<file path="src/rtl/assert_macros.svh">
// Assertion shorthand for the edge filter RTL.
// Needs a clock named clk and an active-low reset named rst_n where used.
`ifndef ASSERT_MACROS_SVH
`define ASSERT_MACROS_SVH

// Property that must hold at every clock edge outside reset.
`define ASSERT_ALWAYS(lbl, expr, msg) \
  lbl: assert property (@(posedge clk) disable iff (!rst_n) (expr)) else $error(msg);

// When the condition holds, the consequence must hold in the next cycle.
`define ASSERT_NEXT(lbl, cond, cons, msg) \
  lbl: assert property (@(posedge clk) disable iff (!rst_n) (cond) |=> (cons)) else $error(msg);

`endif

</file>
<file path="src/rtl/rgse_pkg.sv">
// Shared types and constants of the RGB-to-gray Sobel edge filter.
// No dependencies; used by every module of the block.
package rgse_pkg;

  // Configuration register layout.
  localparam int CFG_DATA_W = 13;
  localparam int CFG_IDX_W  = 1;
  localparam int WIDTH_REG_W  = 12;
  localparam int HEIGHT_REG_W = 13;
  localparam logic [CFG_IDX_W-1:0] REG_IMAGE_WIDTH  = 1'b0;
  localparam logic [CFG_IDX_W-1:0] REG_IMAGE_HEIGHT = 1'b1;

  localparam int RESET_WIDTH  = 640;
  localparam int RESET_HEIGHT = 480;
  localparam int MIN_DIM      = 3;

  // Request kinds on the op field.
  localparam logic OP_PIXEL = 1'b0;
  localparam logic OP_FLUSH = 1'b1;

  // Q16 luma weights; they sum to 65536 so gray stays within 8 bits.
  localparam logic [13:0] WEIGHT_RED   = 14'd13933;
  localparam logic [15:0] WEIGHT_GREEN = 16'd46871;
  localparam logic [12:0] WEIGHT_BLUE  = 13'd4732;

  localparam logic [7:0] EDGE_MAX = 8'd255;

  // Output queue geometry.
  localparam int OUT_DEPTH = 4;
  localparam int OUT_PTR_W = 2;
  localparam int OUT_CNT_W = 3;

  // Decisions taken for one request when it is accepted.
  typedef struct packed {
    logic update;     // request falls inside the frame: shift window, write stores
    logic flush;      // no color: gray is zero
    logic emit;       // request produces a result
    logic border;     // result pixel lies on the image border
    logic last;       // result pixel is the last one of the frame
  } item_ctrl_t;

  typedef struct packed {
    logic [7:0] edge_value;
    logic       frame_end;
  } result_t;

endpackage

</file>
<file path="src/rtl/rgse_out_fifo.sv">
// Result queue with credit count that throttles the input side.
// Depends on rgse_pkg and assert_macros.svh.
module rgse_out_fifo import rgse_pkg::*; (
  input  logic    clk,
  input  logic    rst_n,
  input  logic    claim,
  input  logic    push,
  input  result_t result,
  output logic    in_stall,
  output logic    out_valid,
  input  logic    out_stall,
  output result_t out_result
);

  `include "assert_macros.svh"

  result_t              fifo_mem [OUT_DEPTH];
  logic [OUT_PTR_W-1:0] wr_ptr_r, rd_ptr_r;
  logic [OUT_CNT_W-1:0] cnt_r;
  logic [OUT_CNT_W-1:0] credit_r;
  logic                 pop;

  assign out_valid  = cnt_r != '0;
  assign pop        = out_valid && !out_stall;
  assign out_result = fifo_mem[rd_ptr_r];
  // Every accepted request that yields a result holds one slot until taken.
  assign in_stall   = credit_r == OUT_CNT_W'(OUT_DEPTH);

  always_ff @(posedge clk) begin
    if (push) fifo_mem[wr_ptr_r] <= result;
  end

  always_ff @(posedge clk) begin
    if (!rst_n) begin
      wr_ptr_r <= '0;
      rd_ptr_r <= '0;
      cnt_r    <= '0;
      credit_r <= '0;
    end else begin
      if (push) wr_ptr_r <= wr_ptr_r + 1'b1;
      if (pop)  rd_ptr_r <= rd_ptr_r + 1'b1;
      cnt_r    <= cnt_r + OUT_CNT_W'(push) - OUT_CNT_W'(pop);
      credit_r <= credit_r + OUT_CNT_W'(claim) - OUT_CNT_W'(pop);
    end
  end

  `ASSERT_ALWAYS(a_cnt_within_credit, cnt_r <= credit_r, "queue holds more than reserved")
  `ASSERT_ALWAYS(a_credit_bound, credit_r <= OUT_CNT_W'(OUT_DEPTH), "credit count overflow")
  `ASSERT_NEXT(a_no_claim_when_full, in_stall, credit_r <= $past(credit_r), "claim while full")
  `ASSERT_NEXT(a_pop_drains, pop && !push, cnt_r == $past(cnt_r) - 1'b1, "pop lost")

endmodule

</file>
<file path="config.mk">
export PLATFORM = sky130hd
export DESIGN_NAME = rgse_out_fifo
export DESIGN_NICKNAME = d
export VERILOG_FILES = /design/src/rtl/rgse_pkg.sv /design/src/rtl/rgse_out_fifo.sv
export VERILOG_INCLUDE_DIRS = /design/src /design/src/rtl
export SDC_FILE = /design/constraint.sdc
export NUM_CORES = 1
export LEC_CHECK = 0
export BUFFER_PORTS_ARGS = -buffer_cell sky130_fd_sc_hd__buf_2
export CORE_ASPECT_RATIO = 1.25
export CORE_MARGIN = 3
export CORE_UTILIZATION = 50
export CTS_CLUSTER_DIAMETER = 150
export DETAILED_ROUTE_END_ITERATION = 8
export GPL_TIMING_DRIVEN = 0
export PLACE_DENSITY = 0.74
export SLEW_MARGIN = 20
export SYNTH_ARGS = -nofsm -noshare
export SYNTH_HDL_FRONTEND = slang
export SYNTH_SLANG_ARGS = --single-unit
</file>
<file path="constraint.sdc">
create_clock -name clk -period 2.9 [get_ports clk]
set_input_delay 0.29 -clock clk [delete_from_list [all_inputs] [get_ports clk]]
set_output_delay 0.29 -clock clk [all_outputs]
set_load 0.01 [all_outputs]
</file>
==> impl_metrics.tcl <==
set metrics [dict create \
    start_util_pct 53.5 \
    cts-resized-gates 0 \
    final_common_cell "edfxtp_1" \
    gp_congestion 0.702 \
    wl_per_cell_um 16.0 \
    chipWidth_um 61.5 \
    num_rows 24 \
    clkSinkCount 48 \
    die-height_um 75.4 \
    setup_viol 0 \
    fmax_ghz 0.454 \
    grt_setup_unrepaired "false" \
    cts_setup_buffers 0 \
    reg2reg_depth 9 \
    drt_iter0_drc 31 \
    fillerInstances 287 \
    cp.required_ns 3.09 \
    crit_path_max_fanout 5 \
    grt_pass1_wl_um 4370 \
    hpwl_um 2070 \
    drc 0 \
    nNetsFinal 165 \
    die_area_sq_um 4640 \
    arrival_ns 2.39 \
    hold_violations 0 \
    io_buffer_count 24 \
    critPathLaunch "cnt_r[0]" \
    synth.distinct_cells 23 \
    core_sq_um 3600 \
    clockBufferDepth 2 \
    drt_pass1_iterations 2 \
    slew_headroom_pct 67.2 \
    reg2reg_slack_ns 0.70 \
    cts-root-buf "clkbuf_8" \
    crit-reg2reg-launch "cnt_r[0]" \
    h-tree-depth 2 \
    syn_area_sq_um 1930 \
    place_area_sq_um 2100 \
    grt_overflow 0 \
    clk_pin_slew_ns 0.08 \
    crit_path_start_kind "register" \
    grt_pass1_vias 952 \
    cp-end-kind "register" \
    worst_clock_skew_ns 0.00432 \
    cts_buffers 5 \
    r2r-end "credit_r[2]" \
    grt_usage_pct 13.7 \
    totalWireLength_um 2910 \
    area_delta_synth_final_pct 13.0 \
    tightest_slew_ns 0.492 \
    fin_crit_sh_pct 75.9 \
    hold_class "primary input to register" \
    synthTopCellsByArea "edfxtp_1, dfxtp_1, mux4_2" \
    ys_seq_area_share_pct 68.5 \
    ios 25 \
    holdBufCountCts 0 \
    p_leak_uw 0.000820 \
    cts_tree "done" \
    drtAntennaViolNets 0 \
    setup_tns_ns 0 \
    vias_per_cell 5.24 \
    synth_seq_cells 48 \
    syn_nets 134 \
    criticalPathCategory "register to register" \
    yosysTopAreaCell "edfxtp_1" \
    synth.top_cell.area_share_pct 56.1 \
    syn_area_per_cell_sq_um 17.5 \
    endpoint "credit_r[2]" \
    slew_viol_final 0 \
    p_per_area_nw_per_um2 767 \
    outcome "complete, no violations" \
    max_cap_viol_count 0 \
    yosysWarnings 0 \
    hold_ws_ns 0.210 \
    antenna_found_initial 0 \
    diodes 0 \
    max-vdd-ir-drop_uv 473 \
    drive_gt1_share_pct 30.3 \
    layout_common_cells "edfxtp_1, buf_2, dfxtp_1" \
    num_vias 948 \
    grt_max_degree 15 \
    synth_cells 110 \
    clk_latency_ns 0.29 \
    post-route-min-period_ns 2.20 \
    fin_area_sq_um 2180 \
]
## cells in the mapped netlist
cell type and count:
dfxtp_1 12, nor2_1 1, mux2i_1 2, edfxtp_1 36
and3_1 1, and2_1 11, inv_1 11, nand2_1 1
buf_6 1, nor3b_1 1, xor2_1 1, nor2b_1 1
or3_1 1, clkbuf_1 1, mux4_2 9, nor3_2 1
o21ai_0 1, nand2b_1 1, fa_1 2, xnor2_1 4
a21boi_1 2, ha_1 8, clkbuf_2 1
## worst min path at each step
stage | startpoint | end | slack, ns | depth (start not counted)
after floorplan | result[0] | fifo_mem[0][0] | 0.39 | 0
after global placement | rd_ptr_r[1] | rd_ptr_r[1] | 0.46 | 2
after detailed placement | rd_ptr_r[1] | register | 0.47 | 2
after CTS | result[8] | fifo_mem[3][8] | 0.20 | 1
after global routing | result[0] | fifo_mem[1][0] | 0.20 | 1
final | result[0] | fifo_mem[1][0] | 0.21 | 1
## cells by family (layout without fill, tap and decap cells)
family | count (synthesis) | after routing | synth area share [%]
buffers and inverters | 14 | 46 | 3.18
flip-flops | 48 | 48 | 68.5
AO/OA/AOI/OAI | 3 | 3 | 1.04
XOR/XNOR | 5 | 5 | 2.27
adder cells (fa/ha/maj) | 10 | 10 | 7.27
AND/OR/NAND/NOR | 19 | 19 | 6.17
multiplexers | 11 | 11 | 11.6
## per-layer routing
metal	global-route usage [%]	wire length, um	up-vias	share of wire [%]
li1	-	-	460	-
met1	14.7	1160	464	40
met2	24.0	1580	19	54
met3	4.07	106	5	3.6
met4	7.08	62	0	2.1
met5	0	0	-	0
## sequential cells by signal (all words and copies together), names as in the netlist, named ones only
name and count:
cnt_r 3, wr_ptr_r 2, rd_ptr_r 2, credit_r 3
fifo_mem 36
## where the power goes
group	internal [uW]	switching [uW]
clock network	164	204
logic	237	222
registers	813	32.5
## final cells by class
type / count / area (sq um) / share of cell area [%]
clock buffers: 5 / 68.8 / 3.16
clock inverters: 3 / 13.8 / 0.631
flip-flops and latches: 48 / 1320 / 60.6
inverters: 11 / 41.3 / 1.89
plain buffers: 3 / 20.0 / 0.918
multi-input cells: 48 / 546 / 25.0
repair buffers: 24 / 120 / 5.51
well taps: 39 / 48.8 / 2.24
## critical path: stages (launching register included)
cell and delay, ns:
dfxtp_1 0.33, nor3_2 0.31, nor2_1 0.12, ha_1 0.29, inv_1 0.04, ha_1 0.19
fa_1 0.39, xnor2_1 0.21, xnor2_1 0.08, and2_1 0.15
## stage by stage
stage / util [%] / setup slack (ns) / cells / power (uW)
CTS: 60.5 / 0.675 / 181 / 1700
detailed placement: 58.2 / 0.694 / 173 / 1330
floorplan: - / 0.915 / 110 / 1200
global route: 60.5 / 0.583 / 181 / 1780
global placement: 58.2 / 0.814 / 173 / 1300
finish: 60.5 / 0.698 / 181 / 1670
Power figures use the tool's default switching activity.
