[src/rtl/assert_macros.svh]
// Assertion shorthand for the edge filter RTL.
// Needs a clock named clk and an active-low reset named rst_n where used.
`ifndef ASSERT_MACROS_SVH
`define ASSERT_MACROS_SVH

// Property that must hold at every clock edge outside reset.
`define ASSERT_ALWAYS(lbl, expr, msg) \
  lbl: assert property (@(posedge clk) disable iff (!rst_n) (expr)) else $error(msg);

// When the condition holds, the consequence must hold in the next cycle.
`define ASSERT_NEXT(lbl, cond, cons, msg) \
  lbl: assert property (@(posedge clk) disable iff (!rst_n) (cond) |=> (cons)) else $error(msg);

`endif

[src/rtl/rgse_pkg.sv]
// Shared types and constants of the RGB-to-gray Sobel edge filter.
// No dependencies; used by every module of the block.
package rgse_pkg;

  // Configuration register layout.
  localparam int CFG_DATA_W = 13;
  localparam int CFG_IDX_W  = 1;
  localparam int WIDTH_REG_W  = 12;
  localparam int HEIGHT_REG_W = 13;
  localparam logic [CFG_IDX_W-1:0] REG_IMAGE_WIDTH  = 1'b0;
  localparam logic [CFG_IDX_W-1:0] REG_IMAGE_HEIGHT = 1'b1;

  localparam int RESET_WIDTH  = 640;
  localparam int RESET_HEIGHT = 480;
  localparam int MIN_DIM      = 3;

  // Request kinds on the op field.
  localparam logic OP_PIXEL = 1'b0;
  localparam logic OP_FLUSH = 1'b1;

  // Q16 luma weights; they sum to 65536 so gray stays within 8 bits.
  localparam logic [13:0] WEIGHT_RED   = 14'd13933;
  localparam logic [15:0] WEIGHT_GREEN = 16'd46871;
  localparam logic [12:0] WEIGHT_BLUE  = 13'd4732;

  localparam logic [7:0] EDGE_MAX = 8'd255;

  // Output queue geometry.
  localparam int OUT_DEPTH = 4;
  localparam int OUT_PTR_W = 2;
  localparam int OUT_CNT_W = 3;

  // Decisions taken for one request when it is accepted.
  typedef struct packed {
    logic update;     // request falls inside the frame: shift window, write stores
    logic flush;      // no color: gray is zero
    logic emit;       // request produces a result
    logic border;     // result pixel lies on the image border
    logic last;       // result pixel is the last one of the frame
  } item_ctrl_t;

  typedef struct packed {
    logic [7:0] edge_value;
    logic       frame_end;
  } result_t;

endpackage

[src/rtl/rgse_ctrl.sv]
// Frame counters and configuration registers of the edge filter.
// Depends on rgse_pkg.
module rgse_ctrl import rgse_pkg::*; #(
  parameter int MAX_WIDTH  = 2048,
  parameter int MAX_HEIGHT = 4096,
  localparam int COL_W = $clog2(MAX_WIDTH),
  localparam int WW    = $clog2(MAX_WIDTH + 1),
  localparam int HH    = $clog2(MAX_HEIGHT + 1),
  localparam int ROW_W = $clog2(MAX_HEIGHT + 2)
) (
  input  logic                  clk,
  input  logic                  rst_n,
  input  logic                  cfg_we,
  input  logic [CFG_IDX_W-1:0]  cfg_index,
  input  logic [CFG_DATA_W-1:0] cfg_data,
  input  logic                  accept,
  input  logic                  op,
  output item_ctrl_t            item,
  output logic [COL_W-1:0]      col
);

  localparam int W_RST = (RESET_WIDTH  > MAX_WIDTH)  ? MAX_WIDTH  : RESET_WIDTH;
  localparam int H_RST = (RESET_HEIGHT > MAX_HEIGHT) ? MAX_HEIGHT : RESET_HEIGHT;

  logic [WW-1:0]    w_r;
  logic [HH-1:0]    h_r;
  logic [COL_W-1:0] in_col_r;
  logic [ROW_W-1:0] in_row_r;
  logic [COL_W-1:0] out_col_r;
  logic [HH-1:0]    out_row_r;

  logic [31:0]   w_req, h_req;
  logic [WW-1:0] w_clamped;
  logic [HH-1:0] h_clamped;
  logic [WW-1:0] wm1, col_inc, out_col_inc;
  logic [HH-1:0] hm1;
  logic          col_wrap, out_wrap;

  assign w_req = 32'(cfg_data[WIDTH_REG_W-1:0]);
  assign h_req = 32'(cfg_data[HEIGHT_REG_W-1:0]);

  always_comb begin
    priority if (w_req < 32'(MIN_DIM)) w_clamped = WW'(MIN_DIM);
    else if (w_req > 32'(MAX_WIDTH))   w_clamped = WW'(MAX_WIDTH);
    else                               w_clamped = WW'(w_req);
    priority if (h_req < 32'(MIN_DIM)) h_clamped = HH'(MIN_DIM);
    else if (h_req > 32'(MAX_HEIGHT))  h_clamped = HH'(MAX_HEIGHT);
    else                               h_clamped = HH'(h_req);
  end

  assign wm1         = w_r - 1'b1;
  assign hm1         = h_r - 1'b1;
  assign col_inc     = WW'(in_col_r) + 1'b1;
  assign col_wrap    = col_inc >= w_r;
  assign out_col_inc = WW'(out_col_r) + 1'b1;
  assign out_wrap    = out_col_inc >= w_r;
  assign col         = in_col_r;

  always_comb begin
    item.update = in_row_r < ROW_W'(h_r);
    item.flush  = (op == OP_FLUSH);
    item.emit   = (in_row_r >= ROW_W'(2)) || ((in_row_r == ROW_W'(1)) && (in_col_r != '0));
    item.last   = (out_row_r >= hm1) && (WW'(out_col_r) >= wm1);
    item.border = (out_row_r == '0) || (out_col_r == '0) ||
                  (out_row_r >= hm1) || (WW'(out_col_r) >= wm1);
  end

  always_ff @(posedge clk) begin
    if (!rst_n) begin
      w_r       <= WW'(W_RST);
      h_r       <= HH'(H_RST);
      in_col_r  <= '0;
      in_row_r  <= '0;
      out_col_r <= '0;
      out_row_r <= '0;
    end else if (cfg_we) begin
      if (cfg_index == REG_IMAGE_WIDTH)  w_r <= w_clamped;
      if (cfg_index == REG_IMAGE_HEIGHT) h_r <= h_clamped;
      in_col_r  <= '0;
      in_row_r  <= '0;
      out_col_r <= '0;
      out_row_r <= '0;
    end else if (accept) begin
      if (item.emit && item.last) begin
        // Frame done: the next request starts a new frame.
        in_col_r  <= '0;
        in_row_r  <= '0;
        out_col_r <= '0;
        out_row_r <= '0;
      end else begin
        in_col_r <= col_wrap ? '0 : COL_W'(col_inc);
        in_row_r <= in_row_r + ROW_W'(col_wrap);
        if (item.emit) begin
          out_col_r <= out_wrap ? '0 : COL_W'(out_col_inc);
          out_row_r <= out_row_r + HH'(out_wrap);
        end
      end
    end
  end

endmodule

[config.mk]
export PLATFORM = sky130hd
export DESIGN_NAME = rgse_ctrl
export DESIGN_NICKNAME = d
export VERILOG_FILES = /design/src/rtl/assert_macros.svh /design/src/rtl/rgse_pkg.sv /design/src/rtl/rgse_ctrl.sv
export SDC_FILE = /design/constraint.sdc
export NUM_CORES = 1
export LEC_CHECK = 0
export ABC_AREA = 1
export BUFFER_PORTS_ARGS = -buffer_cell sky130_fd_sc_hd__buf_4
export CAP_MARGIN = 30
export CORE_MARGIN = 1.5
export CORE_UTILIZATION = 62
export CTS_CLUSTER_SIZE = 30
export DETAILED_ROUTE_END_ITERATION = 7
export PLACE_DENSITY = 0.81
export SLEW_MARGIN = 15
export SYNTH_ARGS = -nofsm -noshare
export SYNTH_HDL_FRONTEND = slang
export SYNTH_SLANG_ARGS = --single-unit
[constraint.sdc]
create_clock -name clk -period 6.7 [get_ports clk]
set_input_delay 0.335 -clock clk [delete_from_list [all_inputs] [get_ports clk]]
set_output_delay 0.335 -clock clk [all_outputs]
set_load 0.005 [all_outputs]
==> metrics.yaml <==
critical_path:
  crit_type: "reg2reg"
  endpoint_kind: "register"
  path_max_fanout: 12
  critPathLaunchType: "register"
  cp.arrival_ps: 4170
  required_ps: 6970
global_route:
  grt_use_total: 0.301
  overflow: 0
  grt_max_degree: 28
  grt_pass1_vias: 5307
  grt_pass1_wl_um: 24000
  antenna_found_initial: 0
yosys:
  yosys_warnings: 0
  yosysMostFrequentCell: "nand2_1"
  netlist.area_leader.share: 0.252
  async_reset_ff_frac: 0
  ys_ff_latch: 73
  netlist_area_um2: 5800
  synthTopCellsByArea: "dfxtp_1 25%, ha_1 15%, nand2_1 13%"
  syn_area_per_cell_um2: 6.77
  ys.flop_type: "dfxtp_1"
  synth.distinct_cells: 45
  syn_nets: 947
  ys_seq_area_frac: 0.252
  synthTopCellsByCount: "198 x nand2_1, 133 x inv_1, 76 x nor2_1"
  synth_cells: 857
  synth_area_leader_cell: "dfxtp_1"
  synth_edf_count: 0
placed_design:
  dp_hpwl_um: 11300
  dp.cells: 983
  place.gp.congestion: 0.945
  portBuffers: 32
finish:
  final_nets: 973
  syn2layout_area_growth_pct: 8.26
  final_layout_size_suffix_gt1_frac: 0.104
  fin_cells: 999
  diodes: 0
timing:
  fin_crit_ps: 3900
  rsz0062_at_grt: "false"
  fmax_mhz: 256
  relSlewSlack: 0.461
  setup_viol_count_final: 0
  finalSetupTns_ps: 0
  worst_pin_slew_ps: 804
  hold_slack_ps: 167
  finClkSkew_ps: 11.2
  drv_slew: 0
  finalCritPeriodShare: 0.582
  hold_violations: 0
route:
  via_per_inst: 5.59
  vias: 5587
  wl_um: 14400
  drc_errors: 0
  drt_iter0_markers: 271
  ant_nets: 0
  wl_per_cell_um: 14.4
  first_pass_iters: 5
die:
  die_h_um: 99.8
  initial_core_util: 0.634
  rows: 35
  die_width_um: 99.8
  num_io_pins: 35
  core-area_um2: 9150
  dieArea_um2: 9950
job:
  drv_cap: 0
clock_tree:
  path_clk_slew_ps: 90
  cts.path.max_buffers: 2
  holdBufCountCts: 0
  cts_buffers: 9
  postCtsResizedCells: 0
  root_buffer: "clkbuf_8"
  cts.sinks: 73
  cts_setup_buffers: 0
  h-tree-depth: 3
  clock_latency_ps: 370
  cts_tree: "done"
power_and_ir_drop:
  ir_worst_vdd_mv: 0.111
  p_per_area_nw_per_um2: 148
  leakagePower_nw: 3.12
outcome:
  outcome: "finished clean"
hold_path:
  hp-class: "in2reg"
[cell type report]
type | instances | area, um2
Multi-Input combinational cell | 626 | 3720
Fill cell | 823 | 2870
Sequential cell | 73 | 1460
Inverter | 141 | 529
Timing Repair Buffer | 32 | 240
Tap cell | 111 | 139
Clock buffer | 9 | 124
Clock inverter | 7 | 70.1
[path summary, 6_finish.rpt]
check                 startpoint  slack [ps]  depth (start not counted)                        to
max reg2reg  col[0]$_SDFFE_PP0P_        2800                         24  in_row_r[9]$_SDFFE_PP0P_
max          col[0]$_SDFFE_PP0P_        2800                         24  in_row_r[9]$_SDFFE_PP0P_
min reg2reg  w_r[8]$_SDFFE_PN0P_         490                          2       w_r[8]$_SDFFE_PN0P_
min                        rst_n         170                          3       w_r[0]$_SDFFE_PN0P_
[layout by cell type, fill, tap and decap left out, drive strengths merged, types with 4 or more instances in the layout]
cell type	count
nor3	24
buf	32
ha	71
nand3	46
inv	141
dfxtp	73
nand2	203
nor2	96
nand4	29
nor4	4
clkbuf	9
a21oi	67
xor2	38
clkinv	5
o21ai	22
[flip-flops by register name, summed over array words and instances (netlist names)]
| name | flops |
|---|---|
| out_row_r | 13 |
| w_r | 12 |
| in_row_r | 13 |
| col | 11 |
| out_col_r | 11 |
| h_r | 13 |
[metrics by stage]
stage	instance area, um2	setup WS, ps	total power [mW]	util
6_report	6280	2800	0.930	0.687
2_1_floorplan	5800	3460	0.545	-
3_5_place_dp	6090	2880	0.580	0.665
5_1_grt	6280	2340	0.964	0.687
3_3_place_gp	6090	3100	0.576	0.665
4_1_cts	6280	2830	0.928	0.687
[power breakdown]
group | internal [mW] | switching (mW)
Sequential | 0.441 | 0.00786
Combinational | 0.0450 | 0.0790
Clock | 0.172 | 0.186
[routing by layer]
layer	GRT usage	vias to the layer above	part of all wire
met5	0	-	0
met4	0.152	0	0.040
met3	0.0436	48	0.046
met2	0.546	155	0.50
met1	0.343	2568	0.41
li1	-	2816	-
[worst max-delay path, cell delays in order (launching register included)]
cell and delay [ps]:
dfxtp_1 480, ha_1 260, nand3_1 120, nor2_1 180
nand2_1 120, o21ai_0 170, o21ai_1 90, inv_1 90
ha_1 140, a21oi_1 60, o21ai_0 200, nor2_1 80
nand4_1 420, ha_1 330, nand2_1 100, nor2_1 100
nand2_1 90, nor3_2 120, inv_1 90, nor2_2 160
nand3_1 110, xor2_1 140, inv_1 50, nand2_1 60
inv_1 30
[kinds of logic after synthesis]
| logic type | count (synthesis) | synth area share |
|---|---|---|
| compound gates | 106 | 0.0994 |
| simple gates | 408 | 0.323 |
| buf+inv | 158 | 0.107 |
| flops | 73 | 0.252 |
| fa+ha+maj | 71 | 0.153 |
| xor+xnor | 41 | 0.0651 |
Power figures use the tool's default switching activity.
